--- src/rtl/mtdl_pkg.sv ---
// Package for the two-list descending merge block.
// Holds field widths, result kind codes, the register index and the
// command/status structs shared by controller, datapath and top level.
`default_nettype none

package mtdl_pkg;

  localparam int VALUE_W   = 32;
  localparam int KIND_W    = 2;
  localparam int POS_W     = 6;
  localparam int LEN_CFG_W = 6;
  localparam int PDATA_W   = 32;
  localparam int PADDR_W   = 3;

  typedef enum logic [KIND_W-1:0] {
    KIND_ACCEPT = 2'd0,
    KIND_REJECT = 2'd1,
    KIND_SORTED = 2'd2
  } kind_e;

  // Register index of list_length in the register file.
  localparam logic REG_LIST_LENGTH = 1'b0;

  // Controller to datapath.
  typedef struct packed {
    logic load;   // input transfer this cycle
    logic fetch;  // read both list heads
    logic emit;   // pick the larger head and load the output register
  } cmd_t;

  // Datapath to controller.
  typedef struct packed {
    logic load_done;  // the current input completes list two
    logic last_pick;  // the current pick is the final burst value
  } sts_t;

endpackage

`default_nettype wire

--- src/rtl/mtdl_ctrl.sv ---
// Controller for the two-list descending merge block.
// Sequences loading, head fetch and emit; uses mtdl_pkg.
`default_nettype none

module mtdl_ctrl (
  input  wire logic          clk_i,
  input  wire logic          rst_ni,
  input  wire logic          in_valid_i,
  output logic               in_ready_o,
  output logic               out_valid_o,
  input  wire logic          out_ready_i,
  input  wire mtdl_pkg::sts_t sts_i,
  output mtdl_pkg::cmd_t     cmd_o
);
  import mtdl_pkg::*;

  localparam logic [1:0] S_LOAD  = 2'd0;
  localparam logic [1:0] S_FETCH = 2'd1;
  localparam logic [1:0] S_EMIT  = 2'd2;

  logic [1:0] state_q, state_d;
  logic       out_valid_q, out_valid_d;
  logic       out_free;
  logic       produce;

  assign out_free   = !out_valid_q || out_ready_i;
  assign in_ready_o = (state_q == S_LOAD) && out_free;

  always_comb begin
    state_d     = state_q;
    cmd_o       = '0;
    produce     = 1'b0;
    case (state_q)
      S_LOAD: begin
        if (in_valid_i && in_ready_o) begin
          cmd_o.load = 1'b1;
          if (sts_i.load_done) begin
            state_d = S_FETCH;
          end else begin
            produce = 1'b1;
          end
        end
      end
      S_FETCH: begin
        cmd_o.fetch = 1'b1;
        state_d     = S_EMIT;
      end
      S_EMIT: begin
        if (out_free) begin
          cmd_o.emit = 1'b1;
          produce    = 1'b1;
          state_d    = sts_i.last_pick ? S_LOAD : S_FETCH;
        end
      end
      default: begin
        state_d = S_LOAD;
      end
    endcase
  end

  // Hold the result until the transfer, refill when a new one is produced.
  assign out_valid_d = (out_valid_q && !out_ready_i) || produce;
  assign out_valid_o = out_valid_q;

  always_ff @(posedge clk_i or negedge rst_ni) begin
    if (!rst_ni) begin
      state_q     <= S_LOAD;
      out_valid_q <= 1'b0;
    end else begin
      state_q     <= state_d;
      out_valid_q <= out_valid_d;
    end
  end

  a_ready_only_loading: assert property (@(posedge clk_i) disable iff (!rst_ni)
    in_ready_o |-> state_q == S_LOAD)
    else $error("input ready outside loading");

  a_done_starts_burst: assert property (@(posedge clk_i) disable iff (!rst_ni)
    (cmd_o.load && sts_i.load_done) |=> state_q == S_FETCH && !in_ready_o)
    else $error("completed load did not start the burst");

  a_fetch_then_emit: assert property (@(posedge clk_i) disable iff (!rst_ni)
    state_q == S_FETCH |=> state_q == S_EMIT)
    else $error("fetch not followed by emit");

  a_last_back_to_load: assert property (@(posedge clk_i) disable iff (!rst_ni)
    (cmd_o.emit && sts_i.last_pick) |=> state_q == S_LOAD && out_valid_o)
    else $error("final pick did not return to loading");

endmodule

`default_nettype wire

--- src/rtl/mtdl_dpath.sv ---
// Datapath for the two-list descending merge block: value store, load
// counter, merge pointers and output register; uses mtdl_pkg.
`default_nettype none

module mtdl_dpath #(
  parameter int MAX_LIST_LENGTH = 32
) (
  input  wire logic                                 clk_i,
  input  wire logic                                 rst_ni,
  input  wire logic [$clog2(MAX_LIST_LENGTH+1)-1:0] len_i,
  input  wire logic                                 cfg_clr_i,
  input  wire logic signed [mtdl_pkg::VALUE_W-1:0]  value_i,
  input  wire mtdl_pkg::cmd_t                       cmd_i,
  output mtdl_pkg::sts_t                            sts_o,
  output logic [mtdl_pkg::KIND_W-1:0]               kind_o,
  output logic signed [mtdl_pkg::VALUE_W-1:0]       sorted_value_o,
  output logic [mtdl_pkg::POS_W-1:0]                position_o,
  output logic                                      last_o
);
  import mtdl_pkg::*;

  localparam int LEN_W  = $clog2(MAX_LIST_LENGTH + 1);
  localparam int TOT_W  = LEN_W + 1;
  localparam int DEPTH  = 2 * MAX_LIST_LENGTH;
  localparam int ADDR_W = $clog2(DEPTH);

  logic signed [VALUE_W-1:0] mem_q [DEPTH];

  logic [TOT_W-1:0]          count_q, count_d;
  logic [TOT_W-1:0]          ptr_a_q, ptr_b_q, k_q;
  logic signed [VALUE_W-1:0] prev_q;
  logic signed [VALUE_W-1:0] rd_a_q, rd_b_q;

  kind_e                     kind_q;
  logic signed [VALUE_W-1:0] value_q;
  logic [POS_W-1:0]          pos_q;
  logic                      last_q;

  logic [TOT_W-1:0] len_ext;
  logic [TOT_W-1:0] total;
  logic [TOT_W-1:0] count_eff;
  logic [TOT_W-1:0] count_inc;
  logic             list_start;
  logic             reject;
  logic             take_a;
  logic [TOT_W-1:0] k_inc;

  assign len_ext    = {1'b0, len_i};
  assign total      = {len_i, 1'b0};
  assign list_start = (count_q == '0) || (count_q == len_ext);
  assign count_eff  = (count_q >= total) ? '0 : count_q;
  assign count_inc  = count_eff + 1'b1;
  assign reject     = !list_start && (value_i > prev_q);

  assign sts_o.load_done = !reject && (count_inc == total);

  // Larger head wins; ties and an exhausted list two take list one.
  assign take_a = (ptr_b_q >= total) ||
                  ((ptr_a_q < len_ext) && !(rd_b_q > rd_a_q));
  assign k_inc  = k_q + 1'b1;
  assign sts_o.last_pick = (k_inc == total);

  always_comb begin
    count_d = count_q;
    if (cfg_clr_i) begin
      count_d = '0;
    end else if (cmd_i.load && !reject) begin
      count_d = sts_o.load_done ? '0 : count_inc;
    end
  end

  always_ff @(posedge clk_i or negedge rst_ni) begin
    if (!rst_ni) begin
      count_q <= '0;
    end else begin
      count_q <= count_d;
    end
  end

  // Store: one write port, two registered read ports.
  always_ff @(posedge clk_i) begin
    if (cmd_i.load && !reject) begin
      mem_q[count_eff[ADDR_W-1:0]] <= value_i;
    end
    if (cmd_i.fetch) begin
      rd_a_q <= mem_q[ptr_a_q[ADDR_W-1:0]];
      rd_b_q <= mem_q[ptr_b_q[ADDR_W-1:0]];
    end
  end

  always_ff @(posedge clk_i) begin
    if (cmd_i.load && !reject) begin
      prev_q <= value_i;
    end
    if (cmd_i.load && sts_o.load_done) begin
      ptr_a_q <= '0;
      ptr_b_q <= len_ext;
      k_q     <= '0;
    end else if (cmd_i.emit) begin
      if (take_a) begin
        ptr_a_q <= ptr_a_q + 1'b1;
      end else begin
        ptr_b_q <= ptr_b_q + 1'b1;
      end
      k_q <= k_inc;
    end
  end

  always_ff @(posedge clk_i) begin
    if (cmd_i.load && !sts_o.load_done) begin
      kind_q  <= reject ? KIND_REJECT : KIND_ACCEPT;
      value_q <= '0;
      pos_q   <= '0;
      last_q  <= 1'b0;
    end else if (cmd_i.emit) begin
      kind_q  <= KIND_SORTED;
      value_q <= take_a ? rd_a_q : rd_b_q;
      pos_q   <= POS_W'(k_q);
      last_q  <= sts_o.last_pick;
    end
  end

  assign kind_o         = kind_q;
  assign sorted_value_o = value_q;
  assign position_o     = pos_q;
  assign last_o         = last_q;

endmodule

`default_nettype wire

--- src/rtl/merge_two_descending_lists_top.sv ---
// Top level of the two-list descending merge block: APB register file,
// length clamp, and the mtdl_ctrl / mtdl_dpath pair; uses mtdl_pkg.
// Non-final load items give their result in the cycle after the transfer;
// one load item per cycle while the output is free; the final item starts a
// burst of 2*L sorted values, each a store read, then compare and register.
// Reset: list_length is 1 and loading starts empty; the value store has no
// reset and needs no clearing pass, a burst uses only entries of its load.
`default_nettype none

module merge_two_descending_lists_top #(
  parameter int MAX_LIST_LENGTH = 32
) (
  input  wire logic                                clk_i,
  input  wire logic                                rst_ni,
  input  wire logic                                psel,
  input  wire logic                                penable,
  input  wire logic                                pwrite,
  input  wire logic [mtdl_pkg::PADDR_W-1:0]        paddr,
  input  wire logic [mtdl_pkg::PDATA_W-1:0]        pwdata,
  output logic [mtdl_pkg::PDATA_W-1:0]             prdata,
  output logic                                     pready,
  input  wire logic                                in_valid_i,
  output logic                                     in_ready_o,
  input  wire logic signed [mtdl_pkg::VALUE_W-1:0] value_i,
  output logic                                     out_valid_o,
  input  wire logic                                out_ready_i,
  output logic [mtdl_pkg::KIND_W-1:0]              kind_o,
  output logic signed [mtdl_pkg::VALUE_W-1:0]      sorted_value_o,
  output logic [mtdl_pkg::POS_W-1:0]               position_o,
  output logic                                     last_o
);
  import mtdl_pkg::*;

  localparam int LEN_W = $clog2(MAX_LIST_LENGTH + 1);

  logic [LEN_CFG_W-1:0] len_q;
  logic                 reg_sel;
  logic                 cfg_wr;
  logic [LEN_CFG_W:0]   len_raw;
  logic [LEN_CFG_W:0]   len_clamp;
  logic [LEN_W-1:0]     len_eff;
  cmd_t                 cmd;
  sts_t                 sts;

  assign pready  = 1'b1;
  assign reg_sel = (paddr[PADDR_W-1] == REG_LIST_LENGTH);
  assign cfg_wr  = psel && penable && pwrite && pready && reg_sel;
  assign prdata  = reg_sel ? PDATA_W'(len_q) : '0;

  always_ff @(posedge clk_i or negedge rst_ni) begin
    if (!rst_ni) begin
      len_q <= LEN_CFG_W'(1);
    end else if (cfg_wr) begin
      len_q <= pwdata[LEN_CFG_W-1:0];
    end
  end

  // Raise zero to one, lower anything above the maximum to it.
  assign len_raw   = {1'b0, len_q};
  assign len_clamp = (len_raw == '0) ? (LEN_CFG_W+1)'(1) :
                     (len_raw > (LEN_CFG_W+1)'(MAX_LIST_LENGTH)) ?
                     (LEN_CFG_W+1)'(MAX_LIST_LENGTH) : len_raw;
  assign len_eff   = len_clamp[LEN_W-1:0];

  mtdl_ctrl u_ctrl (
    .clk_i       (clk_i),
    .rst_ni      (rst_ni),
    .in_valid_i  (in_valid_i),
    .in_ready_o  (in_ready_o),
    .out_valid_o (out_valid_o),
    .out_ready_i (out_ready_i),
    .sts_i       (sts),
    .cmd_o       (cmd)
  );

  mtdl_dpath #(
    .MAX_LIST_LENGTH (MAX_LIST_LENGTH)
  ) u_dpath (
    .clk_i          (clk_i),
    .rst_ni         (rst_ni),
    .len_i          (len_eff),
    .cfg_clr_i      (cfg_wr),
    .value_i        (value_i),
    .cmd_i          (cmd),
    .sts_o          (sts),
    .kind_o         (kind_o),
    .sorted_value_o (sorted_value_o),
    .position_o     (position_o),
    .last_o         (last_o)
  );

endmodule

`default_nettype wire
--- config.mk ---
export PLATFORM = sky130hd
export DESIGN_NAME = merge_two_descending_lists_top
export DESIGN_NICKNAME = d
export VERILOG_FILES = /design/src/rtl/mtdl_pkg.sv /design/src/rtl/mtdl_ctrl.sv /design/src/rtl/mtdl_dpath.sv /design/src/rtl/merge_two_descending_lists_top.sv
export SDC_FILE = /design/constraint.sdc
export NUM_CORES = 2
export LEC_CHECK = 0
export BUFFER_PORTS_ARGS = -buffer_cell sky130_fd_sc_hd__buf_2
export CAP_MARGIN = 20
export CORE_UTILIZATION = 40
export CTS_CLUSTER_SIZE = 30
export DETAILED_ROUTE_END_ITERATION = 7
export HOLD_SLACK_MARGIN = 0.15
export SLEW_MARGIN = 20
export SYNTH_ARGS = -nofsm -noshare
export SYNTH_HDL_FRONTEND = slang
export SYNTH_HIERARCHICAL = 1
export SYNTH_SLANG_ARGS = --single-unit
--- constraint.sdc ---
create_clock -name clk_i -period 12.24 [get_ports clk_i]
set_input_delay 3.06 -clock clk_i [delete_from_list [all_inputs] [get_ports clk_i]]
set_output_delay 3.06 -clock clk_i [all_outputs]
set_load 0.1 [all_outputs]
# Yosys cells after proc, flatten, opt, wreduce, memory -nomap -nowiden
# Memories as Yosys holds them, arrays and structs flattened. A register that Yosys moved wholly into a read port is not among the register bits.
# Index checks and enable logic that the tools add are counted.
[totals] ff_bits=110 ram_bits=2048 input_bits=74 out_inout_bits=76 word_cells=96 mem_count=1
[mem_list] memory="u_dpath.mem_q" words=64 word_bits=32 read_ports=2 rd_ports_with_merged_regs=2 write_ports=1 line_no="mtdl_dpath.sv:27" source="logic signed [VALUE_W-1:0] mem_q [DEPTH];"
[op_classes] n_reduce_logical=32 n_bitwise=2 mux=29 n_lt_le_gt_ge=6 n_addsub=4 n_eq_ne=9
[op_table] operator="32-bit greater-than comparator" count=2
[op_table] operator="6-bit two-way mux" count=6
[op_table] operator="32-bit two-way mux" count=1
[op_table] operator="7-bit by 1-bit adder with 7-bit output, second input constant" count=4
[op_table] operator="7-bit two-way mux" count=4
[op_table] operator="7-bit == test" count=2
[op_table] operator="7-bit greater-or-equal comparator" count=2
[op_table] operator="7-bit zero test" count=2
[op_table] operator="1-bit logical AND" count=12
[op_table] operator="1-bit two-way mux" count=11
[op_table] operator="2-bit two-way mux" count=5
[op_table] operator="7-bit by 6-bit == test with 1-bit output" count=1
[op_table] operator="7-bit by 6-bit < comparator with 1-bit output" count=1
[op_table] operator="6-bit greater-than comparator, second input constant" count=1
[op_table] operator="1-bit zero test" count=6
[op_table] operator="2-bit != test, second input constant" count=3
[op_table] operator="2-bit case mux with 3 select lines" count=1
[op_table] operator="2-bit AND reduction" count=3
[op_table] operator="2-bit nonzero test" count=3
[op_table] operator="1-bit logical OR" count=4
[op_table] operator="3-bit AND reduction" count=1
[op_table] operator="2-bit by 1-bit == test with 1-bit output, second input constant" count=1
[op_table] operator="2-bit == test, second input constant" count=1
[op_table] operator="2-bit zero test" count=1
[op_table] operator="3 further kinds" count=4

# Depth between registers and ports, before layout
[depth] depth_word=13 depth_mapped=19 depth_no_buf=18

# Hierarchy
# The synthesis kept the hierarchy.
[by_module_without_submodules] module="mtdl_dpath" area_per_inst_um2=101851.4 cells_each=4585 seq_area_each_um2=65878.2 n_inst=1
[by_module_without_submodules] module="merge_two_descending_lists_top" area_per_inst_um2=536.8 cells_each=57 seq_area_each_um2=151.4 n_inst=1
[by_module_without_submodules] module="mtdl_ctrl" area_per_inst_um2=178.9 cells_each=17 seq_area_each_um2=75.1 n_inst=1

# Worst setup path before layout
# Ideal clock, no wire load.
[synth_timing] kind="input -> register" from="input out_ready_i" to="memory u_dpath.mem_q[63][0] (enable)" slack_ps=3855 arrival_ps=7882 n_path_buf=0 t_required_ps=11738 setup_time_ps=502 path_stages=5 cell_sequence="nor2b_2 -> nor3_2 -> and2_1 -> inv_1 -> nor4_1"
[synth_lines] element="from (decl)" line_no="merge_two_descending_lists_top.sv:26" source="input wire logic out_ready_i,"
[synth_lines] element="to (decl)" line_no="mtdl_dpath.sv:27"

# Worst setup path in the final report
[layout_timing] from="input value_i[31] in the netlist's numbering" to="memory u_dpath.mem_q[55][4] (enable)"
[layout_between] elab_chain_len=6
[layout_rtl] element="from (decl)" line_no="merge_two_descending_lists_top.sv:24" source="input wire logic signed [mtdl_pkg::VALUE_W-1:0] value_i,"
[layout_rtl] element="32-bit greater-than comparator" line_no="mtdl_dpath.sv:53" source="assign reject = !list_start && (value_i > prev_q);"
[layout_rtl] element="1-bit logical AND" line_no="mtdl_dpath.sv:53"
[layout_rtl] element="1-bit zero test" line_no="mtdl_dpath.sv:82" source="if (cmd_i.load && !reject) begin"
[layout_rtl] element="1-bit logical AND" line_no="mtdl_dpath.sv:82"
[layout_rtl] element="1-bit two-way mux" line_no="mtdl_dpath.sv:82"
[layout_rtl] element="1-bit two-way mux (not written as such)" line_no="mtdl_dpath.sv:83" source="mem_q[count_eff[ADDR_W-1:0]] <= value_i;"
# No other way between the ends.

==> impl_metrics.yaml <==
run_status:
  status: "finished, final reports clean"
synth:
  synthFlopType: "edfxtp_1"
  synth_common_cells: "2,152 x edfxtp_1, 1,344 x mux4_2, 232 x clkbuf_1, 136 x nor2_1, 93 x buf_1"
  ys_types: 73
  synth.most_common_cell: "edfxtp_1"
  synth_edf_count: 2152
  ys_warn_count: 6
  ys_ff_latch: 2222
  syn-cell-area_sq_um: 103000
  syn_inst: 4659
  yosysTopAreaCellShare_pct: 63.0
  yosys-top-cells-area: "edfxtp_1 63%, mux4_2 30%, dfxtp_1 1.1%, ha_1 1.0%, clkbuf_1 0.85%"
  async_flop_share_pct: 0.720
  yosys.area.top_type: "edfxtp_1"
  seq_area_frac_synth_pct: 64.5
  syn_area_per_cell_sq_um: 22.0
global_routing:
  grt_usage_pct: 25.1
  grt_max_degree: 125
  grt_pass1_vias: 54548
  grt-ovfl-total: 0
  grt_first_pass_wirelength_um: 445000
  antenna_found_initial: 14
clock_network:
  cts.reportedPaths.clkPinSlew_ns: 0.06
  clk_latency_ns: 0.90
  cts_setup_buffers: 0
  clock_path_buffers: 3
  numCtsBuffers: 228
  clockRootBuffer: "clkbuf_16"
  cts_tree: "yes"
  hold_buffers: 0
  clock_sinks: 2222
  htree_levels: 4
  cts_resized: 0
route:
  vias: 54697
  drtPass1Iterations: 7
  drcViolationCount: 0
  ant_nets: 0
  wire_per_inst_um: 38.3
  via_per_inst: 6.52
  wl_um: 321000
  drt_iter0_drc: 7870
pwr:
  intPower_uw: 15500
  seqPwrFrac_pct: 39.7
  ir_worst_vdd_mv: 0.158
  power.switching_uw: 6980
  power_frac_comb_pct: 29.0
  clkPwrFrac_pct: 31.4
  cellLeakagePower_uw: 0.0352
  power_uw: 22500
  power_density_nw_per_um2: 195
  p_sw_share_pct: 31.0
timing:
  tightestPinTransition_ns: 1.18
  tns_ns: 0
  hold_viol_final: 0
  period_share_pct: 67.2
  max_slew_margin_pct: 21.2
  post-route-min-period_ns: 8.23
  drv_slew: 0
  setup_violations: 0
  rsz0062_at_grt: "false"
  finClkSkew_ns: 0.0430
  clock.fmax_mhz: 122
critical_path:
  critPathMaxFanout: 66
  endpoint_kind: "flip-flop"
  cp_data_required_time_ns: 12.76
  crit_type: "in2reg"
  worstSetupStartpoint: "value_i[31]"
  regToRegSetupSlack_ns: 5.70
  startpoint_type: "primary input"
  r2r-start: "len_q[4]"
  reg2reg_to: "u_dpath/mem_q[55][4]"
  reg2reg_depth: 13
  cp.arrival_ns: 8.75
floorplan:
  num_rows: 185
  die_w_um: 508
  io_pins: 150
  die_area_sq_um: 258000
  die_y_um: 508
  start_util_pct: 40.3
  core-area_sq_um: 254000
hold_path:
  whs_endpoint: "u_dpath/sorted_value_o[17]"
  holdPathStages: 2
  hold_path_class: "reg2reg"
  hp-start: "u_dpath/sorted_value_o[17]"
place:
  place_congestion: 0.817
  portBuffers: 94
  hpwl_um: 181000
finish:
  synthToLayoutAreaGrowth_pct: 12.5
  final_nets: 4974
  fillCellCount: 20938
  drive_above_1_share_pct: 41.0
job:
  cap_violations: 0
## kinds of logic after synthesis
logic type	Yosys count	synth area share, %
AND/OR/NAND/NOR	298	1.47
XOR/XNOR	33	0.282
AO/OA/AOI/OAI	205	1.26
flip-flops	2222	64.5
adder cells (fa/ha/maj)	85	1.04
other	2	0.00732
multiplexers	1365	29.7
buffers and inverters	449	1.77
## routing by layer
layer / up-vias / track usage, % / wire [um]
met3: 494 / 5.77 / 33000
li1: 20890 / - / -
met2: 2977 / 38.4 / 150000
met4: 4 / 8.14 / 10800
met5: - / 0 / 23
met1: 30332 / 35.5 / 127000
## layout make-up
type                    count  area [sq um]  area share, %
diodes                      7          17.5         0.0152
clock buffers             281          6080           5.27
clock inverters           144          1430           1.24
inverters                  81           304          0.264
multi-input cells        2013         35300           30.6
flip-flops and latches   2222         66100           57.3
well taps                3366          4210           3.65
repair buffers            269          1930           1.68
## power groups by stage
stage / clock, uW / combinational [uW] / sequential [uW]
global route: 7420 / 6800 / 8940
global placement: 0 / 6520 / 9070
CTS: 7140 / 6550 / 8920
floorplan: 0 / 4190 / 9310
finish: 7060 / 6520 / 8920
detailed placement: 0 / 6540 / 9080
## worst max-delay path: stages
cell       delay [ns]
buf_2            0.08
buf_4            0.52
ha_1             0.39
nand4_2          0.18
or4_1            0.61
o41ai_2          0.27
nor2_1           0.12
a2111oi_4        0.43
buf_4            0.44
and2_1           0.27
nand3_1          0.61
nor2_4           1.10
buf_4            0.54
## cells in the final DEF, fill, tap and decap left out, drive strengths merged, types with 35 or more instances in the layout
master,instances
mux4,1344
buf,269
dfxtp,54
a211oi,36
edfxtp,2152
nand2,35
o21ai,82
a21oi,40
ha,85
clkinv,104
inv,87
nor2,136
clkbuf,281
## through the flow
stage | setup WS, ns | hold WS (ns) | utilization, % | cell area (sq um) | instances
2_1_floorplan | 3.86 | 0.456 | - | 103000 | 4684
3_3_place_gp | 3.25 | 0.466 | 42.4 | 108000 | 7950
3_5_place_dp | 3.15 | 0.483 | 42.4 | 108000 | 7951
4_1_cts | 4.09 | 0.491 | 45.3 | 115000 | 8376
5_1_grt | 3.81 | 0.513 | 45.3 | 115000 | 8378
6_report | 4.01 | 0.489 | 45.4 | 115000 | 8383
## flip-flops by register name, indices dropped and copies added, names as in the netlist, 7 cells and up
register	count
u_dpath/mem_q	2048
u_dpath/prev_q	32
u_dpath/rd_a_q	32
u_dpath/rd_b_q	32
u_dpath/sorted_value_o	32
u_dpath/count_q	7
u_dpath/k_q	7
u_dpath/ptr_a_q	7
u_dpath/ptr_b_q	7
## worst max-delay path by stage
stage                                 endpoint  slack (ns)
after detailed placement  u_dpath/mem_q[44][2]        3.15
after CTS                 u_dpath/mem_q[44][4]        4.09
after floorplan           u_dpath/mem_q[63][0]        3.86
after global routing      u_dpath/mem_q[55][4]        3.81
final                     u_dpath/mem_q[55][4]        4.01
after global placement    u_dpath/mem_q[44][2]        3.25
Note: power is estimated with default switching activity, not from simulation.
